[config.mk]
export PLATFORM = sky130hd
export DESIGN_NAME = superio_config_register_port_flat
export DESIGN_NICKNAME = d
export VERILOG_FILES = /design/src/design/sio_pkg.sv /design/src/design/sio_req_if.sv /design/src/design/sio_rsp_if.sv /design/src/design/sio_ctrl.sv /design/src/design/sio_datapath.sv /design/src/design/superio_config_register_port.sv /design/src/flat_wrapper.sv
export SDC_FILE = /design/constraint.sdc
export NUM_CORES = 1
export LEC_CHECK = 0
export ABC_AREA = 0
export BUFFER_PORTS_ARGS = -buffer_cell sky130_fd_sc_hd__buf_2
export CORE_ASPECT_RATIO = 0.6
export CORE_MARGIN = 2
export CORE_UTILIZATION = 45
export DETAILED_ROUTE_END_ITERATION = 8
export PLACE_DENSITY = 0.62
export SYNTH_ARGS = -nofsm -noshare
export SYNTH_HDL_FRONTEND = slang
export SYNTH_SLANG_ARGS = --single-unit
[constraint.sdc]
create_clock -name clock -period 3.1 [get_ports clock]
set_input_delay 0.465 -clock clock [delete_from_list [all_inputs] [get_ports clock]]
set_output_delay 0.465 -clock clock [all_outputs]
set_load 0.03 [all_outputs]
[src/design/sio_pkg.sv]
`timescale 1ns / 1ps
package sio_pkg;

   localparam int NUM_DEVICES = 11;
   localparam int DEV_W       = (NUM_DEVICES > 1) ? $clog2(NUM_DEVICES) : 1;

   localparam logic [7:0] KEY_RESET    = 8'h87;
   localparam logic [7:0] LOCK_BYTE    = 8'hAA;
   localparam logic [7:0] ID_VALUE     = 8'h97;
   localparam logic [7:0] REV_VALUE    = 8'h73;
   localparam logic [7:0] UNKNOWN_READ = 8'hFF;

   localparam logic [7:0] REG_SEL = 8'h07;
   localparam logic [7:0] REG_ID  = 8'h20;
   localparam logic [7:0] REG_REV = 8'h21;
   localparam logic [7:0] REG_EN  = 8'h30;
   localparam logic [7:0] REG_BHI = 8'h60;
   localparam logic [7:0] REG_BLO = 8'h61;
   localparam logic [7:0] REG_IRQ = 8'h70;
   localparam logic [7:0] REG_DMA = 8'h74;

   // highest device number that triggers a remap (COM2)
   localparam logic [3:0] DEV_LAST_REMAP = 4'd3;

   localparam logic FUNC_READ  = 1'b0;
   localparam logic FUNC_WRITE = 1'b1;
   localparam logic PORT_INDEX = 1'b0;
   localparam logic PORT_DATA  = 1'b1;

   typedef enum logic {
      ST_LOCKED,
      ST_UNLOCKED
   } lock_state_type;

   typedef struct packed {
      logic load;
      logic rd_index;
      logic rd_reg;
      logic wr_key;
      logic wr_index;
      logic wr_reg;
      logic lock;
      logic unlock;
      logic unlocked;
   } sio_cmd_type;

   typedef struct packed {
      logic lock_byte;
      logic key_hit;
   } sio_status_type;

endpackage

[src/design/sio_req_if.sv]
`timescale 1ns / 1ps
interface sio_req_if;
   logic       valid;
   logic       ready;
   logic       func;
   logic       port_sel;
   logic [7:0] write_data;

   modport source (output valid, output func, output port_sel, output write_data,
                   input ready);
   modport sink   (input valid, input func, input port_sel, input write_data,
                   output ready);
endinterface

[src/design/sio_rsp_if.sv]
`timescale 1ns / 1ps
interface sio_rsp_if;
   logic        valid;
   logic        ready;
   logic [7:0]  read_data;
   logic        regs_unlocked;
   logic        fdc_port_enable;
   logic        reconfig_valid;
   logic [1:0]  reconfig_device;
   logic        reconfig_enabled;
   logic [15:0] reconfig_base;
   logic [7:0]  reconfig_irq;

   modport source (output valid, output read_data, output regs_unlocked,
                   output fdc_port_enable, output reconfig_valid,
                   output reconfig_device, output reconfig_enabled,
                   output reconfig_base, output reconfig_irq, input ready);
   modport sink   (input valid, input read_data, input regs_unlocked,
                   input fdc_port_enable, input reconfig_valid,
                   input reconfig_device, input reconfig_enabled,
                   input reconfig_base, input reconfig_irq, output ready);
endinterface

[src/design/sio_ctrl.sv]
`timescale 1ns / 1ps
module sio_ctrl (
   input  logic                    clock,
   input  logic                    reset,
   input  logic                    req_valid,
   input  logic                    req_func,
   input  logic                    req_port_sel,
   output logic                    req_ready,
   output logic                    rsp_valid,
   input  logic                    rsp_ready,
   input  sio_pkg::sio_status_type status,
   output sio_pkg::sio_cmd_type    cmd
);
   import sio_pkg::*;

   lock_state_type state_ff, state_in;
   logic           rsp_valid_ff, rsp_valid_in;
   logic           accept;

   assign req_ready = !rsp_valid_ff || rsp_ready;
   assign accept    = req_valid && req_ready;
   assign rsp_valid = rsp_valid_ff;

   always_ff @(posedge clock) begin
      if (reset) begin
         state_ff     <= ST_LOCKED;
         rsp_valid_ff <= 1'b0;
      end else begin
         state_ff     <= state_in;
         rsp_valid_ff <= rsp_valid_in;
      end
   end

   always_comb begin
      state_in     = state_ff;
      cmd          = '0;
      cmd.load     = accept;
      rsp_valid_in = accept ? 1'b1 : (rsp_ready ? 1'b0 : rsp_valid_ff);
      if (accept) begin
         case (state_ff)
            ST_LOCKED: begin
               if (req_func == FUNC_WRITE && req_port_sel == PORT_INDEX) begin
                  if (status.lock_byte) begin
                     cmd.lock = 1'b1;
                  end else begin
                     cmd.wr_key = 1'b1;
                     if (status.key_hit) begin
                        cmd.unlock = 1'b1;
                        state_in   = ST_UNLOCKED;
                     end
                  end
               end
            end
            ST_UNLOCKED: begin
               if (req_func == FUNC_READ) begin
                  cmd.rd_index = (req_port_sel == PORT_INDEX);
                  cmd.rd_reg   = (req_port_sel == PORT_DATA);
               end else if (req_port_sel == PORT_DATA) begin
                  cmd.wr_reg = 1'b1;
               end else if (status.lock_byte) begin
                  cmd.lock = 1'b1;
                  state_in = ST_LOCKED;
               end else begin
                  cmd.wr_index = 1'b1;
               end
            end
            default: begin
               state_in = ST_LOCKED;
            end
         endcase
      end
      cmd.unlocked = (state_in == ST_UNLOCKED);
   end

endmodule

[src/design/sio_datapath.sv]
`timescale 1ns / 1ps
module sio_datapath (
   input  logic                    clock,
   input  logic                    reset,
   input  logic                    csr_we,
   input  logic [7:0]              csr_wdata,
   input  sio_pkg::sio_cmd_type    cmd,
   input  logic [7:0]              write_data,
   output sio_pkg::sio_status_type status,
   output logic [7:0]              read_data,
   output logic                    regs_unlocked,
   output logic                    fdc_port_enable,
   output logic                    reconfig_valid,
   output logic [1:0]              reconfig_device,
   output logic                    reconfig_enabled,
   output logic [15:0]             reconfig_base,
   output logic [7:0]              reconfig_irq
);
   import sio_pkg::*;

   logic [7:0]  key_ff;
   logic [7:0]  hist0_ff, hist1_ff;
   logic [7:0]  index_ff;
   logic [3:0]  sel_ff;
   logic        fdc_ff, fdc_in;
   logic [7:0]  dev_enable_ff [NUM_DEVICES];
   logic [15:0] dev_base_ff   [NUM_DEVICES];
   logic [7:0]  dev_irq_ff    [NUM_DEVICES];
   logic [7:0]  dev_dma_ff    [NUM_DEVICES];

   logic [7:0]  read_data_ff, read_data_in;
   logic        unlocked_ff;
   logic        ev_ff, ev_in;
   logic [1:0]  dev_ff, dev_in;
   logic        en_bit_ff, en_bit_in;
   logic [15:0] base_ff, base_in;
   logic [7:0]  irq_ff, irq_in;

   logic [DEV_W-1:0] dev_idx;
   logic             dev_ok;
   logic             wr_dev;
   logic [7:0]       cur_en, cur_irq, cur_dma, new_en, new_irq, reg_rd;
   logic [15:0]      cur_base, new_base;

   assign status.lock_byte = (write_data == LOCK_BYTE);
   assign status.key_hit   = (write_data == key_ff) && (hist0_ff == key_ff);

   assign dev_idx = sel_ff[DEV_W-1:0];
   assign dev_ok  = ({1'b0, sel_ff} < 5'(NUM_DEVICES));
   assign wr_dev  = cmd.wr_reg && (index_ff != REG_SEL) && dev_ok;

   assign cur_en   = dev_ok ? dev_enable_ff[dev_idx] : 8'h00;
   assign cur_base = dev_ok ? dev_base_ff[dev_idx]   : 16'h0000;
   assign cur_irq  = dev_ok ? dev_irq_ff[dev_idx]    : 8'h00;
   assign cur_dma  = dev_ok ? dev_dma_ff[dev_idx]    : 8'h00;

   // per-device values as they stand after this beat's write
   always_comb begin
      new_en   = cur_en;
      new_base = cur_base;
      new_irq  = cur_irq;
      if (wr_dev) begin
         case (index_ff)
            REG_EN:  new_en   = write_data;
            REG_BHI: new_base = {write_data, cur_base[7:0]};
            REG_BLO: new_base = {cur_base[15:8], write_data};
            REG_IRQ: new_irq  = write_data;
            default: ;
         endcase
      end
   end

   always_comb begin
      case (index_ff)
         REG_SEL: reg_rd = {4'h0, sel_ff};
         REG_ID:  reg_rd = ID_VALUE;
         REG_REV: reg_rd = REV_VALUE;
         REG_EN:  reg_rd = cur_en;
         REG_BHI: reg_rd = cur_base[15:8];
         REG_BLO: reg_rd = cur_base[7:0];
         REG_IRQ: reg_rd = cur_irq;
         REG_DMA: reg_rd = cur_dma;
         default: reg_rd = UNKNOWN_READ;
      endcase
   end

   always_comb begin
      read_data_in = cmd.rd_index ? index_ff : (cmd.rd_reg ? reg_rd : UNKNOWN_READ);
      ev_in        = cmd.wr_reg && (index_ff != REG_SEL) && (sel_ff <= DEV_LAST_REMAP);
      dev_in       = ev_in ? sel_ff[1:0] : 2'd0;
      en_bit_in    = ev_in && new_en[0];
      base_in      = ev_in ? new_base : 16'h0000;
      irq_in       = ev_in ? new_irq : 8'h00;
      fdc_in       = cmd.lock ? 1'b1 : (cmd.unlock ? 1'b0 : fdc_ff);
   end

   always_ff @(posedge clock) begin
      if (reset) begin
         key_ff      <= KEY_RESET;
         hist0_ff    <= 8'h00;
         hist1_ff    <= 8'h00;
         index_ff    <= 8'h00;
         sel_ff      <= 4'h0;
         fdc_ff      <= 1'b1;
         unlocked_ff <= 1'b0;
      end else begin
         if (csr_we) begin
            key_ff <= csr_wdata;
         end
         if (cmd.wr_key) begin
            hist1_ff <= hist0_ff;
            hist0_ff <= write_data;
         end
         if (cmd.wr_index) begin
            index_ff <= write_data;
         end
         if (cmd.wr_reg && index_ff == REG_SEL) begin
            sel_ff <= write_data[3:0];
         end
         fdc_ff <= fdc_in;
         if (cmd.load) begin
            unlocked_ff <= cmd.unlocked;
         end
      end
   end

   always_ff @(posedge clock) begin
      for (int i = 0; i < NUM_DEVICES; i++) begin
         if (reset) begin
            dev_enable_ff[i] <= 8'h00;
            dev_base_ff[i]   <= 16'h0000;
            dev_irq_ff[i]    <= 8'h00;
            dev_dma_ff[i]    <= 8'h00;
         end else if (wr_dev && dev_idx == DEV_W'(i)) begin
            case (index_ff)
               REG_EN:  dev_enable_ff[i] <= write_data;
               REG_BHI: dev_base_ff[i]   <= {write_data, dev_base_ff[i][7:0]};
               REG_BLO: dev_base_ff[i]   <= {dev_base_ff[i][15:8], write_data};
               REG_IRQ: dev_irq_ff[i]    <= write_data;
               REG_DMA: dev_dma_ff[i]    <= write_data;
               default: ;
            endcase
         end
      end
   end

   always_ff @(posedge clock) begin
      if (cmd.load) begin
         read_data_ff <= read_data_in;
         ev_ff        <= ev_in;
         dev_ff       <= dev_in;
         en_bit_ff    <= en_bit_in;
         base_ff      <= base_in;
         irq_ff       <= irq_in;
      end
   end

   assign read_data        = read_data_ff;
   assign regs_unlocked    = unlocked_ff;
   assign fdc_port_enable  = fdc_ff;
   assign reconfig_valid   = ev_ff;
   assign reconfig_device  = dev_ff;
   assign reconfig_enabled = en_bit_ff;
   assign reconfig_base    = base_ff;
   assign reconfig_irq     = irq_ff;

endmodule

[src/design/superio_config_register_port.sv]
`timescale 1ns / 1ps
// The response beat is valid in the cycle after the request beat is taken.
// Throughput: one beat per cycle; a request is taken whenever the response
// register is empty or being drained in the same cycle.
// Reset (synchronous, active high): port locked, FDC port enable set, unlock key
// 0x87, index, device select, key history and all per-device registers cleared.
module superio_config_register_port (
   input  logic       clock,
   input  logic       reset,
   sio_req_if.sink    req_bus,
   sio_rsp_if.source  rsp_bus,
   input  logic       csr_we,
   input  logic [7:0] csr_wdata
);
   import sio_pkg::*;

   sio_cmd_type    cmd;
   sio_status_type status;

   sio_ctrl u_ctrl (
      .clock        (clock),
      .reset        (reset),
      .req_valid    (req_bus.valid),
      .req_func     (req_bus.func),
      .req_port_sel (req_bus.port_sel),
      .req_ready    (req_bus.ready),
      .rsp_valid    (rsp_bus.valid),
      .rsp_ready    (rsp_bus.ready),
      .status       (status),
      .cmd          (cmd)
   );

   sio_datapath u_datapath (
      .clock            (clock),
      .reset            (reset),
      .csr_we           (csr_we),
      .csr_wdata        (csr_wdata),
      .cmd              (cmd),
      .write_data       (req_bus.write_data),
      .status           (status),
      .read_data        (rsp_bus.read_data),
      .regs_unlocked    (rsp_bus.regs_unlocked),
      .fdc_port_enable  (rsp_bus.fdc_port_enable),
      .reconfig_valid   (rsp_bus.reconfig_valid),
      .reconfig_device  (rsp_bus.reconfig_device),
      .reconfig_enabled (rsp_bus.reconfig_enabled),
      .reconfig_base    (rsp_bus.reconfig_base),
      .reconfig_irq     (rsp_bus.reconfig_irq)
   );

endmodule

[src/flat_wrapper.sv]
// flat-port wrapper written by rule: the top's interface ports become plain ports
module superio_config_register_port_flat import sio_pkg::*;
  (clock, reset, csr_we, csr_wdata, req_bus_valid, req_bus_func, req_bus_port_sel, req_bus_write_data, req_bus_ready, rsp_bus_valid, rsp_bus_read_data, rsp_bus_regs_unlocked, rsp_bus_fdc_port_enable, rsp_bus_reconfig_valid, rsp_bus_reconfig_device, rsp_bus_reconfig_enabled, rsp_bus_reconfig_base, rsp_bus_reconfig_irq, rsp_bus_ready);
  sio_req_if req_bus_i ();
  sio_rsp_if rsp_bus_i ();
  input  logic clock;
  input  logic reset;
  input  logic csr_we;
  input  logic [7:0] csr_wdata;
  input wire logic [$bits(req_bus_i.valid)-1:0] req_bus_valid;
  input wire logic [$bits(req_bus_i.func)-1:0] req_bus_func;
  input wire logic [$bits(req_bus_i.port_sel)-1:0] req_bus_port_sel;
  input wire logic [$bits(req_bus_i.write_data)-1:0] req_bus_write_data;
  output wire logic [$bits(req_bus_i.ready)-1:0] req_bus_ready;
  output wire logic [$bits(rsp_bus_i.valid)-1:0] rsp_bus_valid;
  output wire logic [$bits(rsp_bus_i.read_data)-1:0] rsp_bus_read_data;
  output wire logic [$bits(rsp_bus_i.regs_unlocked)-1:0] rsp_bus_regs_unlocked;
  output wire logic [$bits(rsp_bus_i.fdc_port_enable)-1:0] rsp_bus_fdc_port_enable;
  output wire logic [$bits(rsp_bus_i.reconfig_valid)-1:0] rsp_bus_reconfig_valid;
  output wire logic [$bits(rsp_bus_i.reconfig_device)-1:0] rsp_bus_reconfig_device;
  output wire logic [$bits(rsp_bus_i.reconfig_enabled)-1:0] rsp_bus_reconfig_enabled;
  output wire logic [$bits(rsp_bus_i.reconfig_base)-1:0] rsp_bus_reconfig_base;
  output wire logic [$bits(rsp_bus_i.reconfig_irq)-1:0] rsp_bus_reconfig_irq;
  input wire logic [$bits(rsp_bus_i.ready)-1:0] rsp_bus_ready;
  assign req_bus_i.valid = req_bus_valid;
  assign req_bus_i.func = req_bus_func;
  assign req_bus_i.port_sel = req_bus_port_sel;
  assign req_bus_i.write_data = req_bus_write_data;
  assign req_bus_ready = req_bus_i.ready;
  assign rsp_bus_valid = rsp_bus_i.valid;
  assign rsp_bus_read_data = rsp_bus_i.read_data;
  assign rsp_bus_regs_unlocked = rsp_bus_i.regs_unlocked;
  assign rsp_bus_fdc_port_enable = rsp_bus_i.fdc_port_enable;
  assign rsp_bus_reconfig_valid = rsp_bus_i.reconfig_valid;
  assign rsp_bus_reconfig_device = rsp_bus_i.reconfig_device;
  assign rsp_bus_reconfig_enabled = rsp_bus_i.reconfig_enabled;
  assign rsp_bus_reconfig_base = rsp_bus_i.reconfig_base;
  assign rsp_bus_reconfig_irq = rsp_bus_i.reconfig_irq;
  assign rsp_bus_i.ready = rsp_bus_ready;
  superio_config_register_port u_core (.clock(clock), .reset(reset), .req_bus(req_bus_i), .rsp_bus(rsp_bus_i), .csr_we(csr_we), .csr_wdata(csr_wdata));
endmodule
==> reports/metrics.csv <==
stage,metric,value,unit
synthesis,Synth area leader,edfxtp_1,
cells_and_area,"commonest non-fill, non-tap cell in the layout",edfxtp_1,
cells_and_area,Fillers,4559,
floorplan,Die ar.,0.05657,sq mm
timing,minimum clock period,3.030,ns
cells_and_area,diode count,0,
hold_path,Hold Path Class,in2reg,
synthesis,Post-Synth Simple-Gate Area,18.68,%
synthesis,yosys warns,0,
synthesis,Compound-Gate Fraction of Synth Area,6.546,%
cts,hold buffers post-CTS,0,
synthesis,Mapped Area,0.02458,sq mm
floorplan,Core ar.,0.05409,sq mm
synthesis,post-synth cell types,76,
grt,antenna violations before repair,2,
route,final wirelength,75500,um
timing,Slew @ Worst Pin,1.189,ns
grt,first-pass GRT wire length,110000,um
route,initial DRC count,2004,
route,total length of routed met3 wires,8122,um
timing,Final setup viols,0,
critical_path,Worst Path Max Fanout,30,
synthesis,"Seq/Total Area, Yosys",61.08,%
synthesis,largest family of logic cells by synthesized area,simple AND/OR/NAND/NOR gates,
floorplan,std cell rows,66,
timing,worst-case headroom to the max-slew limit,18.71,%
floorplan,io pins,63,
synthesis,#FFs+latches synth,512,
synthesis,Synth Area in Adders,0,%
synthesis,Post-Synth XOR/XNOR Area,0,%
grt,vias in the first global route,15530,
job,MaxCap Viol Count,0,
timing,max-slew violations,0,
route,top sig layer,met5,
critical_path,critical path class,reg2reg,
cells_and_area,fin area,0.02797,sq mm
cells_and_area,fin cells,2748,
critical_path,CP Data Arrival Time,3.33,ns
critical_path,Startpoint Class,flop,
cts,TritonCTS clock tree,built,
cells_and_area,"commonest cells after routing, fill and taps aside","edfxtp_1, and2_1, buf_4",
cts,clk_lat worst skew,0.59,ns
synthesis,Syn Inst Count,1877,
placed_design,port buffer count,62,
power,Max VDD drop,0.3338,mV
timing,fmax,330.1,MHz
timing,Sum Neg Setup Slack,0,ns
synthesis,top-area cell type share of the netlist area,58.15,%
floorplan,Die Y,185.0,um
route,vias,16330,
synthesis,fraction of registers with async set/reset,0,%
grt,largest net degree at the start of global routing,61,
placed_design,Cells after DPL,2657,
placed_design,RePlAce Congestion,1.021,
route,Vias/cell,5.941,
cells_and_area,FF+latch area,0.01503,sq mm
placed_design,DP Wirelength,51740,um
critical_path,CP required,3.40,ns
critical_path,critical path capture point type,flop,
cells_and_area,nets,2017,
synthesis,Post-synth EDFFs,476,
timing,final hold violations,0,
route,DR WL met2,29930,um
timing,Final Cycle Share,97.73,%
synthesis,syn avg cell area,13.10,sq um
timing,worst hold margin,0.08615,ns
cts,Clk Tree Root Cell,clkbuf_16,
route,wire length on met1,36110,um
timing,RSZ-0062 raised after global routing,no,
outcome,run status,finished clean,
route,WL per Instance,27.48,um
route,Residual DRC,0,
placed_design,pre-CTS setup slack,0.05655,ns
power,P per Cell Area,526.5,mW/mm^2
timing,final clock skew,0.02593,ns
cts,total CTS buffers,49,
cells_and_area,footprint of the multi-input gates,0.008886,sq mm
synthesis,"Net Count, Synth",1900,
route,Post-DRT Antenna Nets,0,
placed_design,DP Area,0.02639,sq mm
cts,clk sink count,512,
grt,grt ovf,0,
synthesis,post-synthesis mux area share,10.88,%
synthesis,Synth area leaders,"edfxtp_1, and2_1, mux4_2, mux2i_1, dfxtp_1",
cts,CTS Buffer Depth,3,
cts,"Clk pin slew, worst setup/hold paths",0.06,ns
floorplan,die width,305.7,um
route,drt pass-1 iters,7,
timing,final worst setup slack,0.07035,ns
floorplan,initial core utilization,45.45,%
cells_and_area,share of cells above drive strength 1,20.55,%
synthesis,top_reg_cell synth,edfxtp_1,
grt,all-layer global routing usage,26.77,%
power,static leakage,9.615,nW
cts,H-tree depth,2,
cells_and_area,Syn-to-layout area delta,13.79,%
critical path: stages, from the launching register on:
cell      delay, ns
dfxtp_4        0.71
buf_4          0.28
mux2_2         0.39
o311ai_1       0.50
nor4_1         0.11
buf_4          0.16
nor3_1         0.40
a21oi_1        0.15
power breakdown:
part	switching [mW]	leakage [nW]	internal, mW
clock network	2.69	0.790	3.36
registers	0.111	4.82	7.84
logic	0.503	4.00	0.222
total	3.31	9.62	11.4
per-layer routing:
layer	vias up	track usage, %
li1	7120	-
met2	843	36.21
met1	8267	43.13
met5	-	0
met4	2	5.379
met3	94	6.236
per-stage QoR:
stage | util (%) | power (mW)
6_report | 51.71 | 14.73
5_1_grt | 51.71 | 15.13
4_1_cts | 51.71 | 14.81
3_5_place_dp | 48.80 | 8.816
3_3_place_gp | 48.80 | 8.802
2_1_floorplan | - | 8.443
kinds of logic (layout without fill, tap and decap cells):
family,Yosys count,count (layout)
and+or+nand+nor,788,788
buffers and inverters,151,308
DFF,512,512
muxes,194,194
AOI/OAI and AO/OA,232,232
final timing paths:
kind / depth (start not counted) / to / from / slack (ns)
max: 7 / u_core.u_datapath.read_data[7] / flop / 0.07
min: 2 / u_core.u_datapath.key_ff[7] / csr_wdata[7] / 0.09
max reg2reg: 7 / u_core.u_datapath.read_data[7] / flop / 0.07
min reg2reg: 1 / u_core.u_datapath.fdc_port_enable / u_core.u_datapath.fdc_port_enable / 0.48
registers in the layout (all words and copies together), names as in the netlist, named ones only:
register and count:
u_core.u_ctrl.rsp_valid 1, u_core.u_ctrl.state_ff 1, u_core.u_datapath.dev_base_ff 176, u_core.u_datapath.dev_dma_ff 88, u_core.u_datapath.dev_enable_ff 88, u_core.u_datapath.dev_idx 4, u_core.u_datapath.dev_irq_ff 88, u_core.u_datapath.fdc_port_enable 1
u_core.u_datapath.hist0_ff 8, u_core.u_datapath.index_ff 8, u_core.u_datapath.key_ff 8, u_core.u_datapath.read_data 8, u_core.u_datapath.reconfig_base 16, u_core.u_datapath.reconfig_device 2, u_core.u_datapath.reconfig_enabled 1, u_core.u_datapath.reconfig_irq 8
u_core.u_datapath.reconfig_valid 1, u_core.u_datapath.regs_unlocked 1
synthesized netlist by cell type, drive strengths merged, types with 2 or more instances:
| library cell | count |
|---|---|
| a22oi | 21 |
| a2111oi | 5 |
| mux4 | 55 |
| a221oi | 4 |
| edfxtp | 476 |
| a21oi | 23 |
| buf | 53 |
| inv | 6 |
| nor4 | 11 |
| a211o | 5 |
| o21ai | 33 |
| o211ai | 14 |
| nor3 | 24 |
| or2 | 3 |
| nand4 | 9 |
| nand2b | 14 |
| a211oi | 16 |
| nor3b | 3 |
| o221ai | 2 |
| nand4b | 3 |
| and3 | 12 |
| nand3 | 17 |
| dfxtp | 36 |
| nand2 | 64 |
| a31oi | 7 |
| o22ai | 23 |
| nor2 | 133 |
| a21o | 2 |
| or3 | 9 |
| o2111ai | 4 |
| nor4b | 6 |
| and2 | 450 |
| o21bai | 56 |
| clkbuf | 92 |
| o31ai | 4 |
| mux2i | 104 |
| nor2b | 22 |
| mux2 | 35 |
| or4 | 3 |
| o21a | 2 |
timing repair:
| action | 4_1_cts | 5_1_grt |
|---|---|---|
| resized for setup | 0 | 2 |
| buffers inserted | 0 | 0 |
| endpoints found under the setup margin | 0 | 2 |
final cells by class:
cell class | instances | share of cell area [%]
sequential | 512 | 53.72
multi-input combinational | 1214 | 31.77
timing repair buffer | 211 | 5.600
clock buffer | 58 | 4.692
tap | 714 | 3.194
clock inverter | 33 | 0.9438
inverter | 6 | 0.08052
(Power assumes the default switching activity.)
